<file path="config.mk">
export PLATFORM = sky130hd
export DESIGN_NAME = frame_ring_allocator
export DESIGN_NICKNAME = d
export VERILOG_FILES = /design/src/rtl/fra_pkg.sv /design/src/rtl/fra_ctrl.sv /design/src/rtl/fra_dp.sv /design/src/rtl/frame_ring_allocator.sv
export SDC_FILE = /design/constraint.sdc
export NUM_CORES = 2
export LEC_CHECK = 0
export ABC_AREA = 0
export BUFFER_PORTS_ARGS = -buffer_cell sky130_fd_sc_hd__buf_2
export CORE_UTILIZATION = 37
export CTS_BUF_LIST = sky130_fd_sc_hd__clkbuf_8
export CTS_CLUSTER_DIAMETER = 60
export DETAILED_ROUTE_END_ITERATION = 12
export MAX_ROUTING_LAYER = met4
export PLACE_DENSITY = 0.52
export SETUP_SLACK_MARGIN = 0.15
export SKIP_LAST_GASP = 1
export SYNTH_ARGS = -nofsm -noshare
export SYNTH_HDL_FRONTEND = slang
export SYNTH_HIERARCHICAL = 1
export SYNTH_SLANG_ARGS = --single-unit
</file>
<file path="constraint.sdc">
create_clock -name clk -period 14.05 [get_ports clk]
set_clock_uncertainty 0.1 [all_clocks]
set_input_delay 2.81 -clock clk [delete_from_list [all_inputs] [get_ports clk]]
set_output_delay 2.81 -clock clk [all_outputs]
set_load 0.01 [all_outputs]
</file>
<file path="src/rtl/fra_pkg.sv">
// ----------------------------------------------------------------------------
// fra_pkg
// Shared constants, operation and status codes, and the command and status
// bundles that pass between the controller and the datapath of the frame
// ring allocator.
// ----------------------------------------------------------------------------
`default_nettype none

package fra_pkg;

  // Ring and marker queue sizing.
  localparam int MARKER_DEPTH = 16;
  localparam int PTR_W        = $clog2(MARKER_DEPTH);
  localparam int FILL_W       = $clog2(MARKER_DEPTH + 1);
  localparam int CNT_W        = 17;
  localparam int FRAME_W      = 64;
  localparam int PLACE_W      = 2 * CNT_W;

  localparam logic [CNT_W-1:0] RING_MAX      = 17'd65536;
  localparam logic [CNT_W-1:0] BUF_SIZE_RST  = 17'd65536;

  // Operation codes.
  localparam logic [1:0] FUNC_ALLOC   = 2'd0;
  localparam logic [1:0] FUNC_FINISH  = 2'd1;
  localparam logic [1:0] FUNC_RELEASE = 2'd2;

  // Status codes.
  localparam logic [1:0] ST_OK       = 2'd0;
  localparam logic [1:0] ST_NO_SPACE = 2'd1;
  localparam logic [1:0] ST_FULL     = 2'd2;

  typedef struct packed {
    logic alloc;
    logic finish;
    logic nop;
    logic rel_start;
    logic rel_pop;
    logic rel_done;
  } fra_cmd_t;

  typedef struct packed {
    logic rel_hit;
  } fra_stat_t;

endpackage

`default_nettype wire

</file>
<file path="src/rtl/fra_ctrl.sv">
// ----------------------------------------------------------------------------
// fra_ctrl
// Controller of the frame ring allocator. Decodes accepted items and steps
// a release through its marker pops, each pop going through S_LOAD and S_CHECK.
// ----------------------------------------------------------------------------
`default_nettype none

module fra_ctrl
  import fra_pkg::*;
(
  input  wire logic       clk,
  input  wire logic       rst,
  input  wire logic       start,
  input  wire logic [1:0] func,
  input  fra_stat_t       stat,
  output fra_cmd_t        cmd,
  output logic            busy
);

  localparam logic [1:0] S_IDLE  = 2'd0;
  localparam logic [1:0] S_LOAD  = 2'd1;
  localparam logic [1:0] S_CHECK = 2'd2;

  logic [1:0] state;
  logic [1:0] state_next;
  logic       accept;

  assign busy   = (state != S_IDLE);
  assign accept = start && (state == S_IDLE);

  always_comb begin
    cmd           = '0;
    cmd.alloc     = accept && (func == FUNC_ALLOC);
    cmd.finish    = accept && (func == FUNC_FINISH);
    cmd.rel_start = accept && (func == FUNC_RELEASE);
    cmd.nop       = accept && (func != FUNC_ALLOC) && (func != FUNC_FINISH)
                    && (func != FUNC_RELEASE);
    cmd.rel_pop   = (state == S_CHECK) && stat.rel_hit;
    cmd.rel_done  = (state == S_CHECK) && !stat.rel_hit;
  end

  always_comb begin
    state_next = state;
    unique case (state)
      S_IDLE: begin
        if (cmd.rel_start) begin
          state_next = S_LOAD;
        end
      end
      S_LOAD: begin
        state_next = S_CHECK;
      end
      S_CHECK: begin
        // After a pop the registered read of the marker memory must present the next entry, so S_LOAD comes first.
        state_next = stat.rel_hit ? S_LOAD : S_IDLE;
      end
      default: begin
        state_next = S_IDLE;
      end
    endcase
  end

  always_ff @(posedge clk) begin
    if (rst) begin
      state <= S_IDLE;
    end else begin
      state <= state_next;
    end
  end

endmodule

`default_nettype wire

</file>
<file path="src/rtl/fra_dp.sv">
// ----------------------------------------------------------------------------
// fra_dp
// Datapath of the frame ring allocator: ring counters, allocation fit logic,
// the marker queue memory and the registered result.
// ----------------------------------------------------------------------------
`default_nettype none

module fra_dp
  import fra_pkg::*;
(
  input  wire logic               clk,
  input  wire logic               rst,
  input  wire logic               cfg_we,
  input  wire logic [CNT_W-1:0]   cfg_wdata,
  input  wire logic [CNT_W-1:0]   alloc_size,
  input  wire logic [FRAME_W-1:0] frame_number,
  input  fra_cmd_t                cmd,
  output fra_stat_t               stat,
  output logic                    done,
  output logic [1:0]              status,
  output logic [CNT_W-1:0]        offset,
  output logic [CNT_W-1:0]        used_bytes,
  output logic [4:0]              released_count
);

  logic [CNT_W-1:0]   buffer_size;
  logic [CNT_W-1:0]   head;
  logic [CNT_W-1:0]   tail;
  logic [CNT_W-1:0]   used;
  logic [CNT_W-1:0]   frame_bytes;
  logic [PTR_W-1:0]   read_ptr;
  logic [FILL_W-1:0]  fill;
  logic [FILL_W-1:0]  popped;
  logic [FRAME_W-1:0] bound;

  logic [PLACE_W-1:0] mark_place [MARKER_DEPTH];
  logic [FRAME_W-1:0] mark_frame [MARKER_DEPTH];
  logic [PLACE_W-1:0] rd_place;
  logic [FRAME_W-1:0] rd_frame;

  // Allocation fit.
  logic [CNT_W-1:0] cap;
  logic [CNT_W:0]   sum_tail;
  logic [CNT_W-1:0] waste;
  logic             grant;
  logic [CNT_W-1:0] grant_off;
  logic [CNT_W-1:0] tail_next;
  logic [CNT_W:0]   add_amt;
  logic [CNT_W+1:0] used_sum;
  logic [CNT_W+1:0] frame_sum;
  logic [CNT_W-1:0] used_next;
  logic [CNT_W-1:0] frame_next;

  // Marker push and pop.
  logic             full;
  logic [PTR_W-1:0] wr_slot;
  logic [CNT_W-1:0] msize;
  logic [CNT_W-1:0] used_pop;

  always_comb begin
    cap       = (buffer_size > RING_MAX) ? RING_MAX : buffer_size;
    sum_tail  = {1'b0, tail} + {1'b0, alloc_size};
    waste     = (tail > cap) ? '0 : cap - tail;
    grant     = 1'b0;
    grant_off = '0;
    tail_next = tail;
    add_amt   = '0;
    if (used >= cap) begin
      grant = 1'b0;
    end else if (tail >= head) begin
      if (sum_tail <= {1'b0, cap}) begin
        grant     = 1'b1;
        grant_off = tail;
        tail_next = sum_tail[CNT_W-1:0];
        add_amt   = {1'b0, alloc_size};
      end else if (alloc_size <= head) begin
        // Wrap to the ring start; the unused end space is charged as used.
        grant     = 1'b1;
        grant_off = '0;
        tail_next = alloc_size;
        add_amt   = {1'b0, waste} + {1'b0, alloc_size};
      end
    end else if (sum_tail <= {1'b0, head}) begin
      grant     = 1'b1;
      grant_off = tail;
      tail_next = sum_tail[CNT_W-1:0];
      add_amt   = {1'b0, alloc_size};
    end
    used_sum   = {2'b00, used} + {1'b0, add_amt};
    frame_sum  = {2'b00, frame_bytes} + {1'b0, add_amt};
    used_next  = (used_sum > {2'b00, RING_MAX}) ? RING_MAX : used_sum[CNT_W-1:0];
    frame_next = (frame_sum > {2'b00, RING_MAX}) ? RING_MAX : frame_sum[CNT_W-1:0];
  end

  assign full     = (fill >= FILL_W'(MARKER_DEPTH));
  assign wr_slot  = read_ptr + fill[PTR_W-1:0];
  assign msize    = rd_place[PLACE_W-1:CNT_W];
  assign used_pop = (msize > used) ? '0 : used - msize;
  assign stat.rel_hit = (fill != '0) && (rd_frame <= bound);

  // Marker memory: one write port, one registered read port at the queue head.
  always_ff @(posedge clk) begin
    if (cmd.finish && !full) begin
      mark_place[wr_slot] <= {frame_bytes, tail};
      mark_frame[wr_slot] <= frame_number;
    end
    rd_place <= mark_place[read_ptr];
    rd_frame <= mark_frame[read_ptr];
  end

  always_ff @(posedge clk) begin
    if (rst) begin
      buffer_size <= BUF_SIZE_RST;
      head        <= '0;
      tail        <= '0;
      used        <= '0;
      frame_bytes <= '0;
      read_ptr    <= '0;
      fill        <= '0;
      popped      <= '0;
      done        <= 1'b0;
    end else begin
      done <= cmd.alloc || cmd.finish || cmd.nop || cmd.rel_done;
      if (cfg_we) begin
        buffer_size <= cfg_wdata;
      end
      if (cmd.alloc && grant) begin
        tail        <= tail_next;
        used        <= used_next;
        frame_bytes <= frame_next;
      end
      if (cmd.finish && !full) begin
        fill        <= fill + 1'b1;
        frame_bytes <= '0;
      end
      if (cmd.rel_start) begin
        popped <= '0;
      end
      if (cmd.rel_pop) begin
        used     <= used_pop;
        head     <= rd_place[CNT_W-1:0];
        read_ptr <= read_ptr + 1'b1;
        fill     <= fill - 1'b1;
        popped   <= popped + 1'b1;
      end
    end
  end

  always_ff @(posedge clk) begin
    if (cmd.rel_start) begin
      bound <= frame_number;
    end
    if (cmd.alloc) begin
      status         <= grant ? ST_OK : ST_NO_SPACE;
      offset         <= grant ? grant_off : '0;
      used_bytes     <= grant ? used_next : used;
      released_count <= '0;
    end else if (cmd.finish) begin
      status         <= full ? ST_FULL : ST_OK;
      offset         <= '0;
      used_bytes     <= used;
      released_count <= '0;
    end else if (cmd.nop) begin
      status         <= ST_OK;
      offset         <= '0;
      used_bytes     <= used;
      released_count <= '0;
    end else if (cmd.rel_done) begin
      status         <= ST_OK;
      offset         <= '0;
      used_bytes     <= used;
      released_count <= 5'(popped);
    end
  end

endmodule

`default_nettype wire

</file>
<file path="src/rtl/frame_ring_allocator.sv">
// Allocate, finish and undefined operations: done in the cycle after start; busy stays low.
// Release: each popped marker takes a pass through S_LOAD and S_CHECK; busy is high meanwhile.
// The pace of a release is set by the registered read of the marker memory.
// done is high for one cycle and the receiver cannot stall it; results hold until the next one.
// Synchronous reset empties the marker queue, zeroes the counters and sets buffer_size to 65536.
// ----------------------------------------------------------------------------
// frame_ring_allocator
// Ring buffer allocator with per-frame markers: allocates byte ranges from a
// ring and frees whole frames when they are released.
// ----------------------------------------------------------------------------
`default_nettype none

module frame_ring_allocator
  import fra_pkg::*;
(
  input  wire logic               clk,
  input  wire logic               rst,
  input  wire logic               cfg_we,
  input  wire logic [CNT_W-1:0]   cfg_wdata,
  input  wire logic               start,
  output logic                    busy,
  input  wire logic [1:0]         func,
  input  wire logic [CNT_W-1:0]   alloc_size,
  input  wire logic [FRAME_W-1:0] frame_number,
  output logic                    done,
  output logic [1:0]              status,
  output logic [CNT_W-1:0]        offset,
  output logic [CNT_W-1:0]        used_bytes,
  output logic [4:0]              released_count
);

  fra_cmd_t  cmd;
  fra_stat_t stat;

  fra_ctrl u_ctrl (
    .clk   (clk),
    .rst   (rst),
    .start (start),
    .func  (func),
    .stat  (stat),
    .cmd   (cmd),
    .busy  (busy)
  );

  fra_dp u_dp (
    .clk            (clk),
    .rst            (rst),
    .cfg_we         (cfg_we),
    .cfg_wdata      (cfg_wdata),
    .alloc_size     (alloc_size),
    .frame_number   (frame_number),
    .cmd            (cmd),
    .stat           (stat),
    .done           (done),
    .status         (status),
    .offset         (offset),
    .used_bytes     (used_bytes),
    .released_count (released_count)
  );

endmodule

`default_nettype wire

</file>
==> results.toml <==
[detailed_routing]
drtIter0Drc = 3421
via_per_inst = 5.27
vias = 40117
wl_microns = 196000
antenna_left = 0
wire_per_inst_microns = 25.8
drc_errors = 0
dr.pass1.iters = 7

[worst_setup_path]
crit_arrival_ns = 11.64
end_kind = "flip-flop"
crit_family = "compound AO/OA/AOI/OAI gates"
crit_fanout = 24
required_ns = 14.80
crit_buf_inv = 5
worst_path_max_delay_cell = "o41a_1"
startpoint_type = "input pin"
criticalPathCategory = "in -> reg"
max_stage_delay_ns = 0.48
crit_top_cell = "a21oi_1"

[global_routing]
track_usage = 0.193
grt_max_degree = 129
antenna_found_initial = 27
grt_pass1_wl_microns = 286000
gr-total-overflow = 0
grt_pass1_vias = 41389

[pwr]
switching_share = 0.320
power_frac_clock = 0.319
p_int_w = 0.0103
peakVddDrop_mv = 0.141
power.share.sequential = 0.427
p_sw_w = 0.00485
p_leak_nw = 29.4
comb_power_share = 0.254
power_density_nw_per_um2 = 172

[cells_and_area]
nFillCells = 18326
syn_to_final_growth_pct = 14.2
ff_latch_area_sq_um = 54200
multi_input_area_sq_um = 21700
design_area_sq_um = 88000
fin_nets = 4914
drive_gt1_frac = 0.249

[cts]
cts_buffer_depth = 4
cts_resized = 0
cts_setup_buffers = 0
cts_max_level = 5
path_clk_slew_ns = 0.06
clk_latency_ns = 1.05
cts_hold_buffers = 0
root_buffer = "clkbuf_8"
cts_buffers = 337
cts_tree = "yes"
clock_sinks = 1873

[placement]
place.gp.congestion = 0.871
dp_hpwl_microns = 108000
place_area_sq_um = 81600
io_buffers = 146

[logic_synthesis]
ys_types = 86
ys.flop_type = "edfxtp_1"
async_reset_ff_frac = 0
netlist_area_sq_um = 77100
syn_avg_cell_area_sq_um = 18.6
synth_nets = 4508
yosysWarnings = 6
ys_seq_area_frac = 0.703
ys_ff_latch = 1873
synth_cells = 4138
synth-edff-count = 1668

[die]
std_cell_rows = 167
io_pins = 147
initial_core_util = 0.372
die-area_sq_um = 210000
core_sq_um = 207000
die_w_microns = 458
die_h_microns = 458

[sta]
setup_viol = 0
timing.final.max_slew_violations = 0
fin_crit_sh = 0.775
hold_viol = 0
tightest_slew_ns = 1.13
period_minus_slack_ns = 10.90
fmax_ghz = 0.0918
setup_tns_ns = 0
rsz0062_at_grt = "false"
maxSlewHeadroom = 0.246

[worst_hold_path]
hold_path_class = "reg -> reg"

[outcome]
status = "finished, final reports clean"

[flow_run]
max_cap_violations = 0
-- area by class of cell --
cell class,count,area share
clock buffers,378,0.0591
multi-input cells,1914,0.247
inverters,192,0.00819
flip-flops and latches,1873,0.616
repair buffers,226,0.0166
well taps,2788,0.0396
diodes,21,0.000597
clock inverters,214,0.0132
-- power by group through the flow --
stage | Clock [W] | Sequential, W | Combinational (W)
finish | 0.00484 | 0.00647 | 0.00385
CTS | 0.00499 | 0.00647 | 0.00382
global placement | 0 | 0.00658 | 0.00382
floorplan | 0 | 0.00653 | 0.00259
global route | 0.00521 | 0.00648 | 0.00421
detailed placement | 0 | 0.00659 | 0.00380
-- tightest hold or removal path, delay by kind of cell (launching register included) --
family,cells,cell delay (ns)
simple gates,1,0.07
mux,1,0.06
flops,1,0.31
-- synth_stat cells, drive strengths merged (40+ instances only) --
cell type | n | area (sq um)
edfxtp | 1668 | 50100
mux4 | 490 | 11000
ha | 258 | 3230
dfxtp | 205 | 4100
inv | 191 | 717
nor2 | 173 | 652
a21oi | 125 | 637
nand2 | 118 | 443
clkbuf | 113 | 424
o21ai | 96 | 492
xnor2 | 59 | 517
mux2i | 52 | 521
nand4 | 50 | 319
a21o | 48 | 360
buf | 46 | 179
nand3 | 40 | 200
-- registers in the layout, indices dropped and copies added, names as in the netlist, 17 cells and up --
register / count
u_dp/mark_place: 544
u_dp/rd_frame: 64
u_dp/head: 17
u_dp/mark_frame: 1024
u_dp/tail: 17
u_dp/used_bytes: 17
u_dp/offset: 17
u_dp/frame_bytes: 17
u_dp/bound: 64
u_dp/used: 17
u_dp/rd_place: 34
u_dp/buffer_size: 17
-- metrics by stage --
stage           util  instances  total power (W)  hold slack [ns]  worst slack, ns
2_1_floorplan      -       4138          0.00912            0.340             3.88
3_3_place_gp   0.394       6993           0.0104            0.349             2.36
3_5_place_dp   0.394       6993           0.0104            0.358             2.25
4_1_cts        0.425       7585           0.0153            0.353             3.31
5_1_grt        0.425       7603           0.0159            0.382             2.45
6_report       0.425       7606           0.0152            0.362             3.15
-- worst paths after layout --
check,start,to,slack (ns),depth (start not counted)
setup / recovery,alloc_size[0],u_dp/used[16]$_SDFFE_PP0P_,3.15,41
setup reg to reg,u_dp/buffer_size[16]$_SDFFE_PP1P_,u_dp/frame_bytes[5]$_SDFFE_PP0P_,3.65,43
hold reg to reg,u_dp/rd_place[8]$_DFF_P_,u_dp/head[8]$_SDFFE_PP0P_,0.36,2
hold / removal,u_dp/rd_place[8]$_DFF_P_,u_dp/head[8]$_SDFFE_PP0P_,0.36,2
-- layout by cell type (no fill, tap or decap), drive strengths merged, types with 27 or more instances in the layout --
master	n
nor2	173
ha	258
buf	226
nand2b	27
xnor2	59
a21o	48
dfxtp	205
clkbuf	378
inv	320
mux2i	52
edfxtp	1668
nor2b	35
o21ai	96
mux4	490
nand4	50
a21oi	125
nand3	40
and3	28
clkinv	68
nand2	118
-- layer usage --
metal,global-route usage,share of wire,up-vias
met3,0.0340,0.048,396
li1,-,-,17635
met5,-,0,-
met4,0.0568,0.026,0
met2,0.300,0.47,1075
met1,0.260,0.45,21011
-- kinds of logic after synthesis --
family          share of synthesized area
xor+xnor                          0.00984
compound gates                     0.0398
flops                               0.703
simple gates                       0.0359
buf+inv                            0.0172
fa+ha+maj                          0.0442
mux                                 0.150
No activity file was read; power rests on OpenSTA's default activity.
